**src/design/assert_macros.svh**
```systemverilog
// Assertion macros used by the timer queue datapath.
`ifndef ASSERT_MACROS_SVH
`define ASSERT_MACROS_SVH

// A condition that holds at every clock edge outside reset.
`define DTQ_ASSERT_ALWAYS(name, clk, rst, expr, msg) \
   name: assert property (@(posedge clk) disable iff (rst) (expr)) else $error(msg);

// A condition that, once seen, implies another in the next cycle.
`define DTQ_ASSERT_NEXT(name, clk, rst, ante, cons, msg) \
   name: assert property (@(posedge clk) disable iff (rst) (ante) |=> (cons)) else $error(msg);

`endif

```
**src/design/dtq_pkg.sv**
```systemverilog
// Types and constants of the deadline timer queue.
package dtq_pkg;

   localparam int NUM_TIMERS_DEF = 16;
   localparam int NS_PER_US = 1000;
   localparam int LEFT_W = 31;
   localparam int PROD_W = 42;
   localparam int DIV_W = 41;
   localparam int DIV_PRE = 3;
   localparam int QX_W = 38;
   localparam int HALF_W = 19;
   localparam int PART_W = 58;
   localparam int ACC_W = 77;
   localparam int RCP_SH = 45;
   localparam logic [38:0] RCP_125 = 39'd281474976711;
   localparam logic [LEFT_W-1:0] SAT_LEFT = 31'h7FFF_FFFF;
   localparam logic [63:0] SAT_LIMIT_NS = 64'd2147483648000;

   typedef enum logic [2:0] {
      CODE_START   = 3'd0,
      CODE_STOP    = 3'd1,
      CODE_SETP    = 3'd2,
      CODE_CLRP    = 3'd3,
      CODE_SCHED   = 3'd4,
      CODE_REMAIN  = 3'd5,
      CODE_NEAREST = 3'd6,
      CODE_NONE    = 3'd7
   } dtq_code_type;

   typedef enum logic [1:0] {
      RSP_OK   = 2'd0,
      RSP_BUSY = 2'd1,
      RSP_NONE = 2'd2
   } dtq_rsp_code_type;

   typedef enum logic [1:0] {
      SCAN_DUE  = 2'd0,
      SCAN_MIN  = 2'd1,
      SCAN_NEAR = 2'd2
   } dtq_scan_type;

   typedef enum logic [1:0] {
      RD_SCAN = 2'd0,
      RD_ID   = 2'd1,
      RD_BEST = 2'd2
   } dtq_rd_type;

   typedef enum logic {
      MUL_REQ = 1'b0,
      MUL_RD  = 1'b1
   } dtq_mul_type;

   typedef enum logic [3:0] {
      S_IDLE,
      S_DISPATCH,
      S_EXEC,
      S_DUE_SCAN,
      S_MIN_SCAN,
      S_EXPIRE,
      S_REARM_MUL,
      S_REARM_WR,
      S_NEAR_SCAN,
      S_DIV_CHK,
      S_DIV_RUN
   } dtq_state_type;

   typedef struct packed {
      logic [2:0]  req_type;
      logic [3:0]  timer_id;
      logic [31:0] interval_us;
      logic [63:0] now_ns;
   } dtq_req_type;

   typedef struct packed {
      logic [1:0]        status;
      logic              is_expiry;
      logic [3:0]        expired_id;
      logic [LEFT_W-1:0] time_left_us;
      logic              last;
   } dtq_rsp_type;

   typedef struct packed {
      logic             latch;
      logic             scan_init;
      logic             scan_en;
      dtq_scan_type     scan_mode;
      dtq_rd_type       rd_sel;
      dtq_mul_type      mul_src;
      logic             start_wr;
      logic             stop;
      logic             set_periodic;
      logic             clr_periodic;
      logic             expire;
      logic             rearm;
      logic             div_load;
      logic             div_src_best;
      logic             div_chk;
      logic             div_step;
      logic             emit;
      dtq_rsp_code_type rsp_status;
      logic             rsp_expiry;
      logic             rsp_left;
      logic             rsp_last;
   } dtq_cmd_type;

   typedef struct packed {
      dtq_code_type code;
      logic         id_ok;
      logic         id_running;
      logic         scan_done;
      logic         best_vld;
      logic         div_done;
   } dtq_status_type;

endpackage

```
**src/design/dtq_dp.sv**
```systemverilog
// Datapath of the deadline timer queue: timer storage, scan unit and divider.
`include "assert_macros.svh"

module dtq_dp #(
   parameter int NUM_TIMERS = dtq_pkg::NUM_TIMERS_DEF
) (
   input  logic                    clock,
   input  logic                    reset,
   input  dtq_pkg::dtq_req_type    req_data,
   input  dtq_pkg::dtq_cmd_type    cmd,
   output dtq_pkg::dtq_status_type stat,
   output logic                    rsp_valid,
   output dtq_pkg::dtq_rsp_type    rsp_data
);

   localparam int IDX_W = $clog2(NUM_TIMERS);
   localparam int CNT_W = $clog2(NUM_TIMERS + 1);
   localparam int DCNT_W = 2;

   logic [63:0] dl_mem [NUM_TIMERS];
   logic [31:0] ivl_mem [NUM_TIMERS];

   dtq_pkg::dtq_req_type req_ff;
   logic [NUM_TIMERS-1:0] running_ff, periodic_ff, due_ff, dlv_ff;

   logic [IDX_W-1:0] rd_addr, rd_idx_ff, id_idx;
   logic [63:0] rd_dl_ff, dl_eff;
   logic [31:0] rd_ivl_ff;
   logic [dtq_pkg::PROD_W-1:0] prod_ff;

   logic [CNT_W-1:0] scan_cnt_ff;
   logic rd_vld_ff, best_vld_ff;
   logic [IDX_W-1:0] best_idx_ff;
   logic [63:0] best_dl_ff;
   logic scan_sel;

   logic wr_en;
   logic [IDX_W-1:0] wr_addr;
   logic [63:0] wr_dl, start_base, div_src;

   logic [63:0] diff_ff;
   logic le_ff;
   logic [dtq_pkg::QX_W-1:0] qx_ff;
   logic [dtq_pkg::HALF_W-1:0] mul_half;
   logic [dtq_pkg::PART_W-1:0] part_ff;
   logic [dtq_pkg::ACC_W-1:0] acc_ff, acc_sum;
   logic [dtq_pkg::LEFT_W-1:0] quo_ff;
   logic [DCNT_W-1:0] div_cnt_ff;

   logic rsp_valid_ff;
   dtq_pkg::dtq_rsp_type rsp_ff;
   logic exp_seen;

   assign id_idx = IDX_W'(req_ff.timer_id);

   always_comb begin
      case (cmd.rd_sel)
         dtq_pkg::RD_ID: rd_addr = id_idx;
         dtq_pkg::RD_BEST: rd_addr = best_idx_ff;
         default: rd_addr = scan_cnt_ff[IDX_W-1:0];
      endcase
   end

   assign dl_eff = dlv_ff[rd_idx_ff] ? rd_dl_ff : 64'd0;
   assign start_base = (periodic_ff[id_idx] && dl_eff != 64'd0) ? dl_eff : req_ff.now_ns;

   always_comb begin
      wr_en = 1'b0;
      wr_addr = id_idx;
      wr_dl = start_base + 64'(prod_ff);
      if (cmd.start_wr) begin
         wr_en = 1'b1;
      end else if (cmd.rearm && periodic_ff[best_idx_ff]) begin
         wr_en = 1'b1;
         wr_addr = best_idx_ff;
         wr_dl = best_dl_ff + 64'(prod_ff);
      end
   end

   always_ff @(posedge clock) begin
      if (wr_en) begin
         dl_mem[wr_addr] <= wr_dl;
      end
      if (cmd.start_wr) begin
         ivl_mem[id_idx] <= req_ff.interval_us;
      end
      rd_dl_ff <= dl_mem[rd_addr];
      rd_ivl_ff <= ivl_mem[rd_addr];
      rd_idx_ff <= rd_addr;
   end

   always_ff @(posedge clock) begin
      if (cmd.latch) begin
         req_ff <= req_data;
      end
      if (cmd.mul_src == dtq_pkg::MUL_RD) begin
         prod_ff <= dtq_pkg::PROD_W'(rd_ivl_ff) * dtq_pkg::PROD_W'(dtq_pkg::NS_PER_US);
      end else begin
         prod_ff <= dtq_pkg::PROD_W'(req_ff.interval_us) *
                    dtq_pkg::PROD_W'(dtq_pkg::NS_PER_US);
      end
   end

   always_ff @(posedge clock) begin
      if (reset) begin
         running_ff <= '0;
         periodic_ff <= '0;
         dlv_ff <= '0;
      end else begin
         if (wr_en) begin
            running_ff[wr_addr] <= 1'b1;
            dlv_ff[wr_addr] <= 1'b1;
         end
         if (cmd.stop) begin
            running_ff[id_idx] <= 1'b0;
            periodic_ff[id_idx] <= 1'b0;
         end
         if (cmd.set_periodic) begin
            periodic_ff[id_idx] <= 1'b1;
         end
         if (cmd.clr_periodic) begin
            periodic_ff[id_idx] <= 1'b0;
         end
         if (cmd.expire) begin
            running_ff[best_idx_ff] <= 1'b0;
         end
      end
   end

   assign scan_sel = (cmd.scan_mode == dtq_pkg::SCAN_MIN) ? due_ff[rd_idx_ff]
                                                          : running_ff[rd_idx_ff];

   always_ff @(posedge clock) begin
      if (reset) begin
         scan_cnt_ff <= '0;
         rd_vld_ff <= 1'b0;
         best_vld_ff <= 1'b0;
         due_ff <= '0;
      end else if (cmd.scan_init) begin
         scan_cnt_ff <= '0;
         rd_vld_ff <= 1'b0;
         best_vld_ff <= 1'b0;
      end else begin
         if (cmd.expire) begin
            due_ff[best_idx_ff] <= 1'b0;
         end
         if (cmd.scan_en) begin
            rd_vld_ff <= (scan_cnt_ff < CNT_W'(NUM_TIMERS));
            if (scan_cnt_ff < CNT_W'(NUM_TIMERS)) begin
               scan_cnt_ff <= scan_cnt_ff + CNT_W'(1);
            end
            if (rd_vld_ff) begin
               if (cmd.scan_mode == dtq_pkg::SCAN_DUE) begin
                  due_ff[rd_idx_ff] <= running_ff[rd_idx_ff] && (dl_eff <= req_ff.now_ns);
               end else if (scan_sel && (!best_vld_ff || dl_eff < best_dl_ff)) begin
                  best_vld_ff <= 1'b1;
                  best_idx_ff <= rd_idx_ff;
                  best_dl_ff <= dl_eff;
               end
            end
         end else begin
            rd_vld_ff <= 1'b0;
         end
      end
   end

   // The quotient by 1000 is taken as (diff / 8) / 125 by a reciprocal multiply,
   // one half of the dividend per step, then a final add of the two partial products.
   assign div_src = cmd.div_src_best ? best_dl_ff : dl_eff;
   assign mul_half = (div_cnt_ff == DCNT_W'(3)) ? qx_ff[dtq_pkg::HALF_W-1:0]
                                                : qx_ff[dtq_pkg::QX_W-1:dtq_pkg::HALF_W];
   assign acc_sum = acc_ff + {part_ff, {dtq_pkg::HALF_W{1'b0}}};

   always_ff @(posedge clock) begin
      if (reset) begin
         div_cnt_ff <= '0;
      end else begin
         if (cmd.div_load) begin
            diff_ff <= div_src - req_ff.now_ns;
            le_ff <= (div_src <= req_ff.now_ns);
         end
         if (cmd.div_chk) begin
            if (le_ff) begin
               quo_ff <= '0;
               div_cnt_ff <= '0;
            end else if (diff_ff >= dtq_pkg::SAT_LIMIT_NS) begin
               quo_ff <= dtq_pkg::SAT_LEFT;
               div_cnt_ff <= '0;
            end else begin
               qx_ff <= diff_ff[dtq_pkg::DIV_W-1:dtq_pkg::DIV_PRE];
               div_cnt_ff <= DCNT_W'(3);
            end
         end else if (cmd.div_step && div_cnt_ff != '0) begin
            part_ff <= dtq_pkg::PART_W'(mul_half) * dtq_pkg::PART_W'(dtq_pkg::RCP_125);
            if (div_cnt_ff == DCNT_W'(2)) begin
               acc_ff <= dtq_pkg::ACC_W'(part_ff);
            end
            if (div_cnt_ff == DCNT_W'(1)) begin
               quo_ff <= acc_sum[dtq_pkg::RCP_SH+dtq_pkg::LEFT_W-1:dtq_pkg::RCP_SH];
            end
            div_cnt_ff <= div_cnt_ff - DCNT_W'(1);
         end
      end
   end

   always_ff @(posedge clock) begin
      if (reset) begin
         rsp_valid_ff <= 1'b0;
      end else begin
         rsp_valid_ff <= cmd.emit;
      end
      if (cmd.emit) begin
         rsp_ff.status <= cmd.rsp_status;
         rsp_ff.is_expiry <= cmd.rsp_expiry;
         rsp_ff.expired_id <= cmd.rsp_expiry ? 4'(best_idx_ff) : 4'd0;
         rsp_ff.time_left_us <= cmd.rsp_left ? quo_ff : '0;
         rsp_ff.last <= cmd.rsp_last;
      end
   end

   always_comb begin
      stat.code = dtq_pkg::dtq_code_type'(req_ff.req_type);
      stat.id_ok = (32'(req_ff.timer_id) < NUM_TIMERS);
      stat.id_running = running_ff[id_idx];
      stat.scan_done = (scan_cnt_ff == CNT_W'(NUM_TIMERS)) && !rd_vld_ff;
      stat.best_vld = best_vld_ff;
      stat.div_done = (div_cnt_ff == '0);
   end

   assign rsp_valid = rsp_valid_ff;
   assign rsp_data = rsp_ff;
   assign exp_seen = rsp_valid_ff && rsp_ff.is_expiry && !rsp_ff.last;

   `DTQ_ASSERT_ALWAYS(a_due_running, clock, reset, (due_ff & ~running_ff) == '0, "due not running")
   `DTQ_ASSERT_ALWAYS(a_running_valid, clock, reset, (running_ff & ~dlv_ff) == '0, "no deadline")
   `DTQ_ASSERT_NEXT(a_expire_clears, clock, reset, cmd.expire, exp_seen, "expiry not reported")

endmodule

```
**config.mk**
```make
export PLATFORM = sky130hd
export DESIGN_NAME = dtq_dp
export DESIGN_NICKNAME = d
export VERILOG_FILES = /design/src/design/dtq_pkg.sv /design/src/design/dtq_dp.sv
export VERILOG_INCLUDE_DIRS = /design/src /design/src/design
export SDC_FILE = /design/constraint.sdc
export NUM_CORES = 2
export LEC_CHECK = 0
export BUFFER_PORTS_ARGS = -buffer_cell sky130_fd_sc_hd__buf_2
export CAP_MARGIN = 20
export CORE_MARGIN = 2
export CORE_UTILIZATION = 30
export CTS_CLUSTER_DIAMETER = 200
export DETAILED_ROUTE_END_ITERATION = 7
export SYNTH_ARGS = -nofsm -noshare
export SYNTH_HDL_FRONTEND = slang
export SYNTH_SLANG_ARGS = --single-unit
```
**constraint.sdc**
```tcl
create_clock -name clock -period 11.1 [get_ports clock]
set_clock_uncertainty 0.15 [all_clocks]
set_input_delay 1.665 -clock clock [delete_from_list [all_inputs] [get_ports clock]]
set_output_delay 1.665 -clock clock [all_outputs]
set_load 0.02 [all_outputs]
```
==> results.py <==
metrics = {
    "outcome": {
        "status": "completed",
    },
    "clocking": {
        "cts_tree": "yes",
        "cts-hold-fix-buffers": 0,
        "htreeDepth": 4,
        "numCtsBuffers": 232,
        "postCtsSetupBuffers": 0,
        "cts_sinks": 2187,
        "clk_path_buf_depth": 4,
        "clk_latency_ps": 960,
        "cts_resized": 0,
        "root_buffer": "clkbuf_16",
        "clkTransAtPathRegs_ps": 60,
    },
    "timing": {
        "fin_crit_ps": 8990,
        "max_freq_ghz": 0.111,
        "fin_ws_ps": 2110,
        "setup-violations-final": 0,
        "grt_setup_unrepaired": "no",
        "tightestPinTransition_ps": 1220,
        "fin_crit_sh": 0.810,
        "hold_viol_final": 0,
        "maxSlewHeadroom": 0.180,
        "fin_tns_setup_ps": 0,
        "drv_slew": 0,
        "hold-worst-slack_ps": 261,
    },
    "synthesis": {
        "ys.flop_type": "edfxtp_1",
        "netlist.top_cell.by_area": "edfxtp_1",
        "async_reset_ff_frac": 0,
        "synthTopCellsByArea": "edfxtp_1 (51%), fa_1 (8.1%), mux4_2 (8.0%)",
        "postSynthCellCount": 8217,
        "netlist_area_sq_um": 116000,
        "synth.avg_cell_area_sq_um": 14.2,
        "ys_types": 88,
        "synth_edf_count": 1974,
        "yosys_warnings": 0,
        "synth-seq-cells": 2187,
        "synth_top_area_share": 0.510,
        "synth_fp_nets": 9538,
        "yosysSeqAreaShare": 0.546,
    },
    "placed_design": {
        "gp_congestion": 0.931,
        "port_buffers": 175,
        "dp_hpwl_microns": 233000,
        "dp.cells": 13400,
        "pre_cts_ws_ps": 2130,
    },
    "drt": {
        "firstDrtPassIters": 5,
        "wl_per_cell_microns": 23.9,
        "drtAntennaViolNets": 0,
        "drt-total-wl_microns": 331000,
        "vias": 69900,
        "via_per_inst": 5.03,
        "drc": 0,
        "drt_iter0_drc": 6096,
    },
    "cells_and_area": {
        "final_cells": 13900,
        "areaGrowthSynthToFinish_pct": 13.7,
        "multi_input_area_sq_um": 49100,
        "nets": 9833,
        "seqCellArea_sq_um": 63500,
        "layout-drive-gt1-share": 0.146,
        "fillers": 37000,
    },
    "min_path": {
        "hold_path.class": "flop to flop",
    },
    "global_routing": {
        "antenna_found_initial": 19,
        "grt_util_all_layers": 0.167,
        "grt_pass1_wl_microns": 487000,
        "grt_pass1_vias": 72500,
        "overflow": 0,
        "grt_max_degree": 111,
    },
    "floorplanning": {
        "die_h_microns": 627,
        "rows": 228,
        "core_area_sq_um": 386000,
        "num_io_pins": 177,
        "initial_utilization": 0.301,
        "die_x_microns": 627,
        "die-area_sq_um": 393000,
    },
    "critical_path": {
        "worstPathMaxFanout": 11,
        "setup.worst_path.end_class": "flop",
        "critPathKind": "flop to flop",
        "crit_arrival_ps": 9440,
        "critPathLaunchType": "flop",
        "crit_required_ps": 11550,
    },
    "pwr": {
        "powerDensity_nw_per_um2": 252,
        "switching_share": 0.372,
        "combPwrFrac": 0.427,
        "p_seq_frac": 0.328,
        "vdd_drop_max_uv": 426,
        "p_int_w": 0.0209,
        "total_leakage_power_nw": 49.7,
        "pwr-share-clk": 0.245,
        "switchingPower_w": 0.0124,
    },
    "run": {
        "drv_cap": 0,
    },
}
-- metrics by stage --
step	util	cell area (sq um)	total power (W)
final	0.343	132000	0.0333
after global placement	0.321	124000	0.0250
after floorplan	-	116000	0.0208
after CTS	0.342	132000	0.0335
after global routing	0.343	132000	0.0355
after detailed placement	0.321	124000	0.0253
-- flip-flops by register name, summed over array words and instances, names as in the netlist, 5 cells and up --
signal       cells
dlv_ff          16
periodic_ff     16
due_ff          16
quo_ff          31
ivl_mem        512
qx_ff           38
running_ff      16
acc_ff          39
part_ff         58
rd_ivl_ff       32
diff_ff         61
rsp_data        39
dl_mem        1024
req_ff          96
prod_ff         39
best_dl_ff      64
rd_dl_ff        64
scan_cnt_ff      5
-- critical path, stage by stage (launching register included) --
cell and delay (ps):
dfxtp_1 410, ha_1 510, buf_4 360, mux2i_1 690, inv_1 350, ha_1 480, inv_1 120, fa_1 540
inv_1 60, fa_1 490, fa_1 490, inv_1 50, fa_1 460, fa_1 520, inv_1 50, ha_1 360
nand3_1 190, or3_1 470, nand4b_1 190, o21ai_0 670, a22o_1 340, a32o_1 250, o21ai_0 120, nand2_1 140
a31oi_1 120, xnor2_1 150
-- layer usage --
metal  global-route usage  vias up  wire length (microns)
li1                     -    31300                      -
met1                0.213    36000                 138000
met2                0.285     1981                 163000
met3               0.0169      533                  14000
met4               0.0773        6                  17300
met5                    0        -                     41
-- synthesized netlist by cell type (138+ instances only) --
master,n
edfxtp_1,1974
inv_1,750
ha_1,720
fa_1,472
a21oi_1,455
mux4_2,413
o21ai_0,346
nand2_1,334
nor2_1,302
dfxtp_1,213
and2_1,212
a21o_1,203
clkbuf_1,203
xnor2_1,192
a211oi_1,138
-- power by group through the flow --
stage | Combinational [W] | Sequential, W | Clock, W
after floorplan | 0.0100 | 0.0108 | 0
after global placement | 0.0138 | 0.0111 | 0
after detailed placement | 0.0141 | 0.0111 | 0
after CTS | 0.0142 | 0.0110 | 0.00833
after global routing | 0.0159 | 0.0110 | 0.00865
final | 0.0142 | 0.0109 | 0.00817
-- layout by cell type (no fill, tap or decap), drive strengths merged, types with 53 or more instances in the layout --
cell type and n:
edfxtp 1974, and2 216, xnor2 192, inv 770, mux2i 136, nand3 111
o21a 54, a21oi 456, nand2b 53, mux4 413, buf 339, a211oi 139
mux2 63, xor2 114, dfxtp 213, o21ai 349, fa 472, clkinv 77
nor3 79, nor2 302, clkbuf 294, a21o 203, nand4 80, ha 720
nor2b 76, nand2 334
-- worst paths after layout --
| check | start | to | slack, ps | cells past startpoint |
|---|---|---|---|---|
| worst max-delay path | div_cnt_ff[0] | part_ff[55] | 2110 | 25 |
| worst min-delay path | diff_ff[4] | qx_ff[1] | 260 | 0 |
| worst max register to register | div_cnt_ff[0] | part_ff[55] | 2110 | 25 |
| worst min register to register | diff_ff[4] | qx_ff[1] | 260 | 0 |
-- cell families after synthesis --
| group | after synthesis | synth area share |
|---|---|---|
| compound gates | 1469 | 0.0788 |
| xor+xnor | 306 | 0.0230 |
| buf+inv | 1031 | 0.0337 |
| other cells | 1 | 0.0000322 |
| mux | 612 | 0.0978 |
| fa+ha+maj | 1192 | 0.159 |
| flops | 2187 | 0.546 |
| simple gates | 1419 | 0.0618 |
-- layout make-up --
type                       instances  area share
inverter                         752      0.0214
sequential                      2187       0.480
antenna                            6    0.000113
timing repair buffer             340      0.0171
clock buffer                     293      0.0476
tap                             5175      0.0489
clock inverter                   140      0.0135
multi-input combinational       4999       0.371
No activity file was read; power rests on OpenSTA's default activity.
